===== config.mk =====
export PLATFORM = sky130hd
export DESIGN_NAME = amount_to_chinese_capital_symbols
export DESIGN_NICKNAME = d
export VERILOG_FILES = /design/src/sv/accs_pkg.sv /design/src/sv/amount_to_chinese_capital_symbols.sv
export SDC_FILE = /design/constraint.sdc
export NUM_CORES = 1
export LEC_CHECK = 0
export ABC_CLOCK_PERIOD_IN_PS = 3650
export BUFFER_PORTS_ARGS = -buffer_cell sky130_fd_sc_hd__clkbuf_2
export CORE_UTILIZATION = 50
export DETAILED_ROUTE_END_ITERATION = 8
export PLACE_DENSITY = 0.73
export SETUP_SLACK_MARGIN = 0.1
export SLEW_MARGIN = 5
export SYNTH_ARGS = -nofsm -noshare
export SYNTH_HDL_FRONTEND = slang
export SYNTH_SLANG_ARGS = --single-unit

===== constraint.sdc =====
create_clock -name clk -period 3.65 [get_ports clk]
set_input_delay 0.1825 -clock clk [delete_from_list [all_inputs] [get_ports clk]]
set_output_delay 0.1825 -clock clk [all_outputs]
set_load 0.02 [all_outputs]

===== src/sv/accs_pkg.sv =====
// accs_pkg: shared constants, symbol codes and the bcd adjust helper
// for the capital-numeral amount block; depends on nothing
`default_nettype none

package accs_pkg;

    localparam int AMT_W      = 40;
    localparam int SYM_W      = 5;
    localparam int DIGITS     = 12;
    localparam int BCD_W      = 4 * DIGITS;
    localparam int CONV_STEPS = AMT_W;
    localparam int CNT_W      = $clog2(CONV_STEPS);

    localparam logic [AMT_W-1:0] AMT_MAX = 40'd999999999999;

    localparam logic [SYM_W-1:0] SYM_LING  = 5'd0;
    localparam logic [SYM_W-1:0] SYM_SHI   = 5'd10;
    localparam logic [SYM_W-1:0] SYM_WAN   = 5'd13;
    localparam logic [SYM_W-1:0] SYM_YI    = 5'd14;
    localparam logic [SYM_W-1:0] SYM_YUAN  = 5'd15;
    localparam logic [SYM_W-1:0] SYM_JIAO  = 5'd16;
    localparam logic [SYM_W-1:0] SYM_FEN   = 5'd17;
    localparam logic [SYM_W-1:0] SYM_ZHENG = 5'd18;

    // add three to every bcd digit of five or more (one double-dabble step)
    function automatic logic [BCD_W-1:0] bcd_adjust(input logic [BCD_W-1:0] v);
        logic [BCD_W-1:0] r;
        r = v;
        for (int i = 0; i < DIGITS; i++) begin
            if (v[4*i +: 4] >= 4'd5) begin
                r[4*i +: 4] = v[4*i +: 4] + 4'd3;
            end
        end
        return r;
    endfunction

endpackage

`default_nettype wire


===== src/sv/amount_to_chinese_capital_symbols.sv =====
// sequence: an idle step, then shift-add bcd conversion (one bit a cycle
// through the shared adjust-and-shift unit), then the sequencer steps, one
// candidate symbol a step; a step with a symbol waits while the output stalls
// in_stall stays high from the accepting edge until the final symbol is loaded
// reset (rst_n low, asynchronous) returns to idle with no symbol pending
// depends on accs_pkg
`default_nettype none

module amount_to_chinese_capital_symbols (
    input  wire logic                        clk,
    input  wire logic                        rst_n,
    input  wire logic                        in_valid,
    output logic                             in_stall,
    input  wire logic [accs_pkg::AMT_W-1:0]  amount_fen,
    output logic                             out_valid,
    input  wire logic                        out_stall,
    output logic [accs_pkg::SYM_W-1:0]       symbol,
    output logic                             last
);

    // sequencer: conversion, then one step per candidate symbol
    typedef enum logic [3:0] {
        S_IDLE,
        S_CONV,
        S_DIG,     // digit of current group, or ling, or nothing
        S_PUNIT,   // shi / bai / qian after a nonzero digit
        S_GUNIT,   // wan / yi after a nonzero upper group
        S_YUAN,
        S_JIAO,
        S_JSYM,
        S_FEN,
        S_FSYM,
        S_ZHENG
    } state_t;

    state_t                          state_reg, state_next;
    logic [accs_pkg::CNT_W-1:0]      cnt_reg, cnt_next;
    logic [accs_pkg::AMT_W-1:0]      bin_reg, bin_next;
    logic [accs_pkg::BCD_W-1:0]      bcd_reg, bcd_next;
    logic [accs_pkg::BCD_W-1:0]      bcd_adj;
    logic [1:0]                      gi_reg, gi_next;     // group: 2 yi, 1 wan, 0 units
    logic [1:0]                      pos_reg, pos_next;   // digit place in the group
    logic                            out_valid_reg, out_valid_next;
    logic [accs_pkg::SYM_W-1:0]      symbol_reg, symbol_next;
    logic                            last_reg, last_next;

    // decoded view of the converted amount
    logic [3:0]  fen_d, jiao_d;
    logic [15:0] grp0, grp1, grp2, grp_cur;
    logic        grp0_nz, grp1_nz, grp2_nz, int_nz, frac_zero, all_zero;
    logic [3:0]  dig, d3, d2, d1, d0;
    logic        higher_nz, zero_ling;

    // candidate symbol of the current step
    logic                            cand_valid, cand_last, slot_free, advance;
    logic [accs_pkg::SYM_W-1:0]      cand_sym;

    // shared adjust unit of the double-dabble loop
    assign bcd_adj = accs_pkg::bcd_adjust(bcd_reg);

    assign fen_d     = bcd_reg[3:0];
    assign jiao_d    = bcd_reg[7:4];
    assign grp0      = bcd_reg[23:8];
    assign grp1      = bcd_reg[39:24];
    assign grp2      = {8'd0, bcd_reg[47:40]};
    assign grp0_nz   = |grp0;
    assign grp1_nz   = |grp1;
    assign grp2_nz   = |grp2;
    assign int_nz    = grp0_nz | grp1_nz | grp2_nz;
    assign frac_zero = (fen_d == 4'd0) && (jiao_d == 4'd0);
    assign all_zero  = !int_nz && frac_zero;

    always_comb
    begin
        case (gi_reg)
            2'd0:    grp_cur = grp0;
            2'd1:    grp_cur = grp1;
            2'd2:    grp_cur = grp2;
            default: grp_cur = 16'd0;
        endcase
    end

    assign d0  = grp_cur[3:0];
    assign d1  = grp_cur[7:4];
    assign d2  = grp_cur[11:8];
    assign d3  = grp_cur[15:12];
    assign dig = grp_cur[4*pos_reg +: 4];

    always_comb
    begin
        case (gi_reg)
            2'd0:    higher_nz = grp2_nz | grp1_nz;
            2'd1:    higher_nz = grp2_nz;
            default: higher_nz = 1'b0;
        endcase
    end

    // when a zero digit is spelled as ling
    always_comb
    begin
        case (pos_reg)
            2'd3:    zero_ling = higher_nz && ((d2 | d1 | d0) != 4'd0);
            2'd2:    zero_ling = (d3 != 4'd0) && ((d1 != 4'd0) || (d0 != 4'd0));
            2'd1:    zero_ling = (d2 != 4'd0) && (d0 != 4'd0);
            default: zero_ling = all_zero && (gi_reg == 2'd0);
        endcase
    end

    // candidate for this step; fen symbol or zheng closes the amount
    always_comb
    begin
        cand_valid = 1'b0;
        cand_sym   = accs_pkg::SYM_LING;
        cand_last  = 1'b0;
        unique case (state_reg)
            S_DIG:
            begin
                if (dig != 4'd0) begin
                    cand_valid = 1'b1;
                    cand_sym   = {1'b0, dig};
                end else if (zero_ling) begin
                    cand_valid = 1'b1;
                    cand_sym   = accs_pkg::SYM_LING;
                end
            end
            S_PUNIT:
            begin
                cand_valid = 1'b1;
                cand_sym   = accs_pkg::SYM_SHI + {3'd0, pos_reg - 2'd1};
            end
            S_GUNIT:
            begin
                cand_valid = (grp_cur != 16'd0) && (gi_reg != 2'd0);
                cand_sym   = (gi_reg == 2'd1) ? accs_pkg::SYM_WAN : accs_pkg::SYM_YI;
            end
            S_YUAN:
            begin
                cand_valid = int_nz || frac_zero;
                cand_sym   = accs_pkg::SYM_YUAN;
            end
            S_JIAO:
            begin
                // zero jiao gives ling only between a yuan part and a fen digit
                if (jiao_d != 4'd0) begin
                    cand_valid = 1'b1;
                    cand_sym   = {1'b0, jiao_d};
                end else if ((fen_d != 4'd0) && int_nz) begin
                    cand_valid = 1'b1;
                    cand_sym   = accs_pkg::SYM_LING;
                end
            end
            S_JSYM:
            begin
                cand_valid = (jiao_d != 4'd0);
                cand_sym   = accs_pkg::SYM_JIAO;
            end
            S_FEN:
            begin
                cand_valid = (fen_d != 4'd0);
                cand_sym   = {1'b0, fen_d};
            end
            S_FSYM:
            begin
                cand_valid = (fen_d != 4'd0);
                cand_sym   = accs_pkg::SYM_FEN;
                cand_last  = 1'b1;
            end
            S_ZHENG:
            begin
                cand_valid = 1'b1;
                cand_sym   = accs_pkg::SYM_ZHENG;
                cand_last  = 1'b1;
            end
            default:
            begin
                cand_valid = 1'b0;
            end
        endcase
    end

    // a step with a symbol waits for the output register to free up
    assign slot_free = !out_valid_reg || !out_stall;
    assign advance   = !cand_valid || slot_free;

    always_comb
    begin
        state_next     = state_reg;
        cnt_next       = cnt_reg;
        bin_next       = bin_reg;
        bcd_next       = bcd_reg;
        gi_next        = gi_reg;
        pos_next       = pos_reg;
        out_valid_next = out_valid_reg && out_stall;
        symbol_next    = symbol_reg;
        last_next      = last_reg;

        if (cand_valid && slot_free) begin
            out_valid_next = 1'b1;
            symbol_next    = cand_sym;
            last_next      = cand_last;
        end

        unique case (state_reg)
            S_IDLE:
            begin
                if (in_valid) begin
                    // saturate above range, then start conversion
                    bin_next   = (amount_fen > accs_pkg::AMT_MAX) ? accs_pkg::AMT_MAX
                                                                  : amount_fen;
                    bcd_next   = '0;
                    cnt_next   = '0;
                    state_next = S_CONV;
                end
            end
            S_CONV:
            begin
                bcd_next = {bcd_adj[accs_pkg::BCD_W-2:0], bin_reg[accs_pkg::AMT_W-1]};
                bin_next = {bin_reg[accs_pkg::AMT_W-2:0], 1'b0};
                cnt_next = cnt_reg + 1'b1;
                if (cnt_reg == accs_pkg::CNT_W'(accs_pkg::CONV_STEPS - 1)) begin
                    gi_next    = 2'd2;
                    pos_next   = 2'd3;
                    state_next = S_DIG;
                end
            end
            S_DIG:
            begin
                if (advance) begin
                    if ((dig != 4'd0) && (pos_reg != 2'd0)) begin
                        state_next = S_PUNIT;
                    end else if (pos_reg == 2'd0) begin
                        state_next = S_GUNIT;
                    end else begin
                        pos_next = pos_reg - 2'd1;
                    end
                end
            end
            S_PUNIT:
            begin
                if (advance) begin
                    pos_next   = pos_reg - 2'd1;
                    state_next = S_DIG;
                end
            end
            S_GUNIT:
            begin
                if (advance) begin
                    if (gi_reg == 2'd0) begin
                        state_next = S_YUAN;
                    end else begin
                        gi_next    = gi_reg - 2'd1;
                        pos_next   = 2'd3;
                        state_next = S_DIG;
                    end
                end
            end
            S_YUAN:  if (advance) state_next = S_JIAO;
            S_JIAO:  if (advance) state_next = S_JSYM;
            S_JSYM:  if (advance) state_next = S_FEN;
            S_FEN:   if (advance) state_next = S_FSYM;
            S_FSYM:
            begin
                if (advance) begin
                    state_next = (fen_d != 4'd0) ? S_IDLE : S_ZHENG;
                end
            end
            S_ZHENG: if (advance) state_next = S_IDLE;
            default: state_next = S_IDLE;
        endcase
    end

    always_ff @(posedge clk or negedge rst_n)
    begin
        if (!rst_n) begin
            state_reg     <= S_IDLE;
            cnt_reg       <= '0;
            bin_reg       <= '0;
            bcd_reg       <= '0;
            gi_reg        <= 2'd0;
            pos_reg       <= 2'd0;
            out_valid_reg <= 1'b0;
            symbol_reg    <= accs_pkg::SYM_LING;
            last_reg      <= 1'b0;
        end else begin
            state_reg     <= state_next;
            cnt_reg       <= cnt_next;
            bin_reg       <= bin_next;
            bcd_reg       <= bcd_next;
            gi_reg        <= gi_next;
            pos_reg       <= pos_next;
            out_valid_reg <= out_valid_next;
            symbol_reg    <= symbol_next;
            last_reg      <= last_next;
        end
    end

    assign in_stall  = (state_reg != S_IDLE);
    assign out_valid = out_valid_reg;
    assign symbol    = symbol_reg;
    assign last      = last_reg;

    // an accepted amount always starts conversion
    a_start_conv: assert property (@(posedge clk) disable iff (!rst_n)
        in_valid && !in_stall |=> state_reg == S_CONV)
        else $error("accepted amount did not start conversion");

    // conversion only leaves toward the digit walk
    a_conv_exit: assert property (@(posedge clk) disable iff (!rst_n)
        state_reg == S_CONV |=> state_reg == S_CONV || state_reg == S_DIG)
        else $error("conversion left to an unexpected step");

    // the closing symbol is fen or zheng
    a_last_sym: assert property (@(posedge clk) disable iff (!rst_n)
        out_valid_reg && last_reg |->
            (symbol_reg == accs_pkg::SYM_FEN || symbol_reg == accs_pkg::SYM_ZHENG))
        else $error("last flag on a symbol that cannot close an amount");

    // a symbol still pending while idle is the closing one
    a_idle_pending_last: assert property (@(posedge clk) disable iff (!rst_n)
        state_reg == S_IDLE && out_valid_reg |-> last_reg)
        else $error("non-final symbol pending after the sequence ended");

    // symbol codes stay within the defined set
    a_sym_range: assert property (@(posedge clk) disable iff (!rst_n)
        out_valid_reg |-> symbol_reg <= accs_pkg::SYM_ZHENG)
        else $error("symbol code out of range");

endmodule

`default_nettype wire

; ---- Word level (Yosys, flattened, before mapping)
; Cells that the tools add are included.
[classes]
div_mod_pow = 0
magnitude_cmp = 13
reduce_logical = 49
shift = 1
add_sub_neg = 16
muxes = 61
bitwise_logic = 5
multipliers = 0
n_eq_ne = 31
[op_table]
columns = cell, count
row1 = 4-bit two-way mux, 27
row2 = 48-bit one-hot mux with 2 select lines, 1
row3 = 40-bit two-way mux, 2
row4 = 40-bit one-hot mux with 2 select lines, 1
row5 = 4-bit by 3-bit >= comparator with 1-bit output (second input constant), 12
row6 = 48-bit two-way mux, 1
row7 = 16-bit one-hot mux with 3 select lines, 1
row8 = 5-bit one-hot mux with 9 select lines, 1
row9 = 4-bit by 2-bit adder with 4-bit output (second input constant), 11
row10 = 4-bit one-hot mux with 11 select lines, 1
row11 = 40-bit greater-than comparator (second input constant), 1
row12 = 4-bit nonzero test, 10
row13 = 16-bit OR reduction, 2
row14 = 2-bit inequality test (second input constant), 14
row15 = 2-bit two-way mux, 11
row16 = 4-bit by 3-bit == test with 1-bit output (second input constant), 4
row17 = 16-bit nonzero test, 1
row18 = 16-bit by 5-bit indexed part select with 4-bit output, 1
row19 = 4-bit == test (second input constant), 3
row20 = 4-bit logical NOT, 3
row21 = 6-bit one-hot mux with 2 select lines, 1
row22 = 12-bit AND reduction, 1
row23 = 1-bit logical AND, 11
row24 = 4-bit by 2-bit == test with 1-bit output (second input constant), 2
row25 = other kinds (28), 53
[totals]
mem_bits_ro = 0
ff_bits = 109
latchBits = 0
ram_bits = 0
elab_cells = 185
output_inout_bits = 8
memories = 0
inputBits = 44

; ---- Logic depth before layout (Yosys ltp)
[logic_depth]
depth_word = 14
depth_mapped = 14
mapped_depth_nobuf = 11

; ---- Worst setup path before layout
; Ideal clock, no wire load.
[synth_timing]
path_type = register -> register
startpoint = register gi_reg[0]
endpoint = register state_reg[1]
setup_time_ps = 128
t_required_ps = 3522
arrival_time_ps = 2745
n_path_buf = 2
period_less_slack_ps = 2872
slack_ps = 778
path_stages_with_launch = 13
cell_sequence = dfrtp_1 -> inv_1 -> ha_1 -> buf_6 -> a222oi_1 -> mux4_2 -> a41oi_4 -> a41oi_1 -> o31ai_1 -> a31o_1 -> buf_6 -> a21oi_2 -> mux2_1
[synth_via]
elab_chain_cells = 14
elab_cells_between_ends = 45
cone_classes = eq/ne: 12 / shift: 1 / mux: 11 / bitwise: 2 / reduce/logical: 19
[synth_lines]
columns = element, line
row1 = start: declaration, amount_to_chinese_capital_symbols.sv:41  ; logic [1:0] gi_reg, gi_next;
row2 = start signal: assignment, amount_to_chinese_capital_symbols.sv:289  ; gi_reg <= gi_next;
row3 = "2-bit == test, or another cell as far along", amount_to_chinese_capital_symbols.sv:75  ; case (gi_reg)
row4 = 16-bit one-hot mux with 3 select lines, amount_to_chinese_capital_symbols.sv:75
row5 = 4-bit OR (2 in a row), amount_to_chinese_capital_symbols.sv:102  ; 2'd3: zero_ling = higher_nz && ((d2 | d1 | d0) != 4'd0);
row6 = 4-bit nonzero test, amount_to_chinese_capital_symbols.sv:102
row7 = 1-bit logical AND, amount_to_chinese_capital_symbols.sv:102
row8 = 1-bit one-hot mux with 3 select lines, amount_to_chinese_capital_symbols.sv:101  ; case (pos_reg)
row9 = 1-bit two-way mux, amount_to_chinese_capital_symbols.sv:121  ; end else if (zero_ling) begin
row10 = 1-bit two-way mux, amount_to_chinese_capital_symbols.sv:118  ; if (dig != 4'd0) begin
row11 = 1-bit one-hot mux with 7 select lines, amount_to_chinese_capital_symbols.sv:115  ; unique case (state_reg)
row12 = 1-bit logical NOT, amount_to_chinese_capital_symbols.sv:183  ; assign advance = !cand_valid || slot_free;
row13 = 1-bit logical OR, amount_to_chinese_capital_symbols.sv:183
row14 = 2-bit inequality test (no source line), -
row15 = 12-bit AND reduction (no source line), -
row16 = end signal: assignment, amount_to_chinese_capital_symbols.sv:285  ; state_reg <= state_next;
row17 = end: declaration, amount_to_chinese_capital_symbols.sv:36  ; state_t state_reg, state_next;
; Several ways; a longest one is shown, not always the timed one. The select of a mux whose other input is x is not followed.
; A chain may end at the register's enable or synchronous reset.

; ---- Worst setup path in the final report
[layout_timing]
startpoint = register gi_reg[1]
endpoint = register symbol_reg (netlist bit symbol[0])
[layout_via]
elab_chain_cells = 11
elab_cells_between_ends = 30
cone_classes = eq/ne: 2 / shift: 1 / mux: 9 / bitwise: 2 / reduce/logical: 16
[layout_lines]
columns = element, line
row1 = "2-bit == test, or another cell as far along", amount_to_chinese_capital_symbols.sv:75
row2 = 16-bit one-hot mux with 3 select lines, amount_to_chinese_capital_symbols.sv:75
row3 = 4-bit OR (2 in a row), amount_to_chinese_capital_symbols.sv:102
row4 = 4-bit nonzero test, amount_to_chinese_capital_symbols.sv:102
row5 = 1-bit logical AND, amount_to_chinese_capital_symbols.sv:102
row6 = 1-bit one-hot mux with 3 select lines, amount_to_chinese_capital_symbols.sv:101
row7 = 1-bit two-way mux, amount_to_chinese_capital_symbols.sv:121
row8 = 1-bit two-way mux, amount_to_chinese_capital_symbols.sv:118
row9 = 1-bit one-hot mux with 7 select lines, amount_to_chinese_capital_symbols.sv:115
row10 = 1-bit logical AND, amount_to_chinese_capital_symbols.sv:197  ; if (cand_valid && slot_free) begin
row11 = end signal: assignment, amount_to_chinese_capital_symbols.sv:282  ; symbol_reg <= accs_pkg::SYM_LING;
row12 = end signal: assignment, amount_to_chinese_capital_symbols.sv:292  ; symbol_reg <= symbol_next;
row13 = end: declaration, amount_to_chinese_capital_symbols.sv:44  ; logic [accs_pkg::SYM_W-1:0] symbol_reg, symbol_next;
; Several ways; a longest one is shown, not always the timed one.

==> results.md <==
* Status: completed
* 1st-iter DRT viols at 599
* Cell taking the most area after synthesis: dfrtp_1
* Synth Area in Simple Gates at 16.95%
* CTS tree: done
* Nets at 856
* Worst r2r src: gi_reg[1]
* Peak VDD IR at 376.3 uV
* Final HPWL DP at 12470 um
* WL/cell at 18.94 um
* WP data arrival at 3570 ps
* Syn avg cell area at 9.120 sq um
* Synth Cell Area at 6730 sq um
* First-pass DRT Iterations at 8
* Final ANT Viol Nets at 0
* Overall global routing resource usage at 27.01%
* Relative max-transition margin at 30.80%
* Die H at 118.0 um
* Worst hold path class: input port to flop
* Filler Cell Count at 1187
* Post-Layout Cell Count at 950
* Syn nets at 825
* Critical path peak fanout at 20
* Worst Tran Pin Value at 1034 ps
* Total CTS buffers at 9
* Cell Rows at 42
* Initial antenna violation count at 0
* Delay-heaviest family, CP: compound AO/OA/AOI/OAI gates
* Share of the synthesized area in the top cell type at 40.53%
* Post-Synth XOR/XNOR Area at 1.952%
* Core Area at 13190 sq um
* Critical Path Slowest Stage Cell: mux4_2
* Slew Viols, Final at 0
* Skew final at 10.88 ps
* Crit path capture type: flop
* Largest net degree at the start of global routing at 59
* Via Count at 6031
* Minimum clock period at 3327 ps
* Worst skew pair latency at 370 ps
* Die W at 118.0 um
* Worst setup startpoint: gi_reg[1]
* CTS H-tree lvls at 3
* CP cell instances: inv_1 > ha_2 > a222oi_1 > mux4_2 > a41oi_4 > a41oi_1 > o31ai_1 > a31o_1 > nor2b_4 > mux2_4
* Port bufs at 51
* Fin Hold WS at 44.44 ps
* Area after DPL at 7139 sq um
* Cells after Synth at 738
* Overall Power at 6742 uW
* Vias per cell at 6.348
* Flops & latches, synth at 109
* Post-CTS Setup Inserts at 0
* Total grt overflow at 0
* Area grow syn2layout at 10.47%
* Boundary Pins at 52
* Cells after DPL at 933
* Hold path startpoint: amount_fen[37]
* Most used DFF post-synth: dfrtp_1
* Die ar. at 13930 sq um
* Mux cell area share after synthesis at 2.882%
* DR DRC count at 0
* Synth Area in Compound Gates at 23.78%
* Longest Clk Path Bufs at 2
* Clk sinks at 109
* Fmax at 300.6 MHz
* Highest cell delay on the worst timing path at 550 ps
* Clk slew on worst S/H paths at 80 ps
* Buffers & Inverters on Critical Path at 1
* Synth cell count leaders: 109 x dfrtp_1, 80 x nand2_1, 49 x inv_1
* Final GP Congestion at 0.9509
* Synth Warn # at 0
* Largest family of logic cells by synthesized area: compound AO/OA/AOI/OAI gates
* Adder-cell share of the synthesized area at 7.994%
* RSZ-0062 raised after global routing: false
* Final setup viols at 0
* Initial core utilization at 51.02%
* First-pass GRT wire length at 29800 um
* Most instantiated library cell after synthesis: dfrtp_1
* Max reg flops at 48
* Asr flop ratio synth at 100.0%
* Final instance area at 7435 sq um
* Post-synth cell types at 65
* Final wirelength at 17990 um
* Clock root cell: clkbuf_16
* Final Cycle Share at 91.15%
* MaxCap Viol Count at 0
* Hold Vio Cnt, Final at 0
* Number of synthesized flops with an enable pin at 0
* Post-synthesis sequential area ratio at 40.53%
* Critical path class: flop to flop
* CP Launch Type: flop
* Pwr dens at 906.9 nW/um^2
* Layout cell share with drive strength beyond 1 at 13.57%
* Top post-synthesis cells by area: dfrtp_1 41%, ha_1 8.0%, nand2_1 4.5%
* Leak at 0.003245 uW
* CP required at 3900 ps
* Fin Setup TNS at 0 ps
* N_diodes at 0
* Vias in the first global route at 5964
## layer usage
metal  share of wire (%)  global-route usage, %  vias to the layer above
li1                    -                      -                     2809
met4                 2.4                  10.74                        0
met3                 6.8                  4.700                       31
met1                  43                  35.83                     2970
met5                   0                      0                        -
met2                  48                  43.90                      221
## kinds of logic (layout without fill, tap and decap cells)
logic type / after synthesis / after routing
flip-flops: 109 / 109
AND/OR/NAND/NOR: 232 / 232
adder cells (fa/ha/maj): 43 / 43
buffers and inverters: 99 / 135
AO/OA/AOI/OAI: 228 / 228
XOR/XNOR: 15 / 15
multiplexers: 12 / 12
## final timing paths
| path | end | cells past startpoint | slack, ps |
|---|---|---|---|
| max | symbol[0] | 10 | 320 |
| min | bin_reg[37] | 3 | 40 |
| max reg2reg | symbol[0] | 10 | 320 |
| min reg2reg | bin_reg[37] | 2 | 480 |
| max in group asynchronous | bin_reg[12] | 3 | 2350 |
| min in group asynchronous | bcd_reg[33] | 2 | 420 |
## layout make-up
type,instances,area [sq um],share of cell area (%)
clock buffer,10,229.0,3.080
clock inverter,6,51.30,0.6900
inverter,50,187.7,2.524
multi-input combinational,530,3623,48.74
sequential,109,2728,36.69
tap,176,220.2,2.962
timing repair buffer,69,395.4,5.318
## worst reg2reg max path, delay by kind of cell (launching register included)
kind,cells,cell delay [ps]
flip-flops,1,420
buffers and inverters,1,120
AND/OR/NAND/NOR,1,320
AO/OA/AOI/OAI,5,1040
multiplexers,2,870
adder cells (fa/ha/maj),1,430
## power by group
group	total (uW)	switching [uW]	internal (uW)
clock	973	496	477
combinational	3590	2200	1390
sequential	2180	493	1680
total	6740	3190	3550
## what timing repair did
item | in CTS | in global routing
hold buffers | 1 | 0
resized for setup | 0 | 2
endpoints found under the hold margin | 56 | 0
endpoints found under the setup margin | 0 | 7
## through the flow
stage          worst slack [ps]  utilization [%]
2_1_floorplan             777.9                -
3_3_place_gp              266.0            54.13
3_5_place_dp              187.1            54.13
4_1_cts                   139.5            56.33
5_1_grt                   183.8            56.36
6_report                  323.1            56.36
## cells in the final DEF, fill, tap and decap left out, types with 16 or more instances in the layout
| cell type | instances |
|---|---|
| o22ai_1 | 17 |
| nor2_1 | 37 |
| inv_1 | 49 |
| buf_4 | 18 |
| a31oi_1 | 20 |
| a222oi_1 | 23 |
| nand2b_1 | 19 |
| dfrtp_1 | 109 |
| nor3_1 | 30 |
| nand3_1 | 16 |
| ha_1 | 41 |
| a21oi_1 | 47 |
| o31ai_1 | 17 |
| nand2_1 | 80 |
| o21ai_0 | 38 |
| clkbuf_2 | 50 |
No activity file was read; power rests on OpenSTA's default activity.
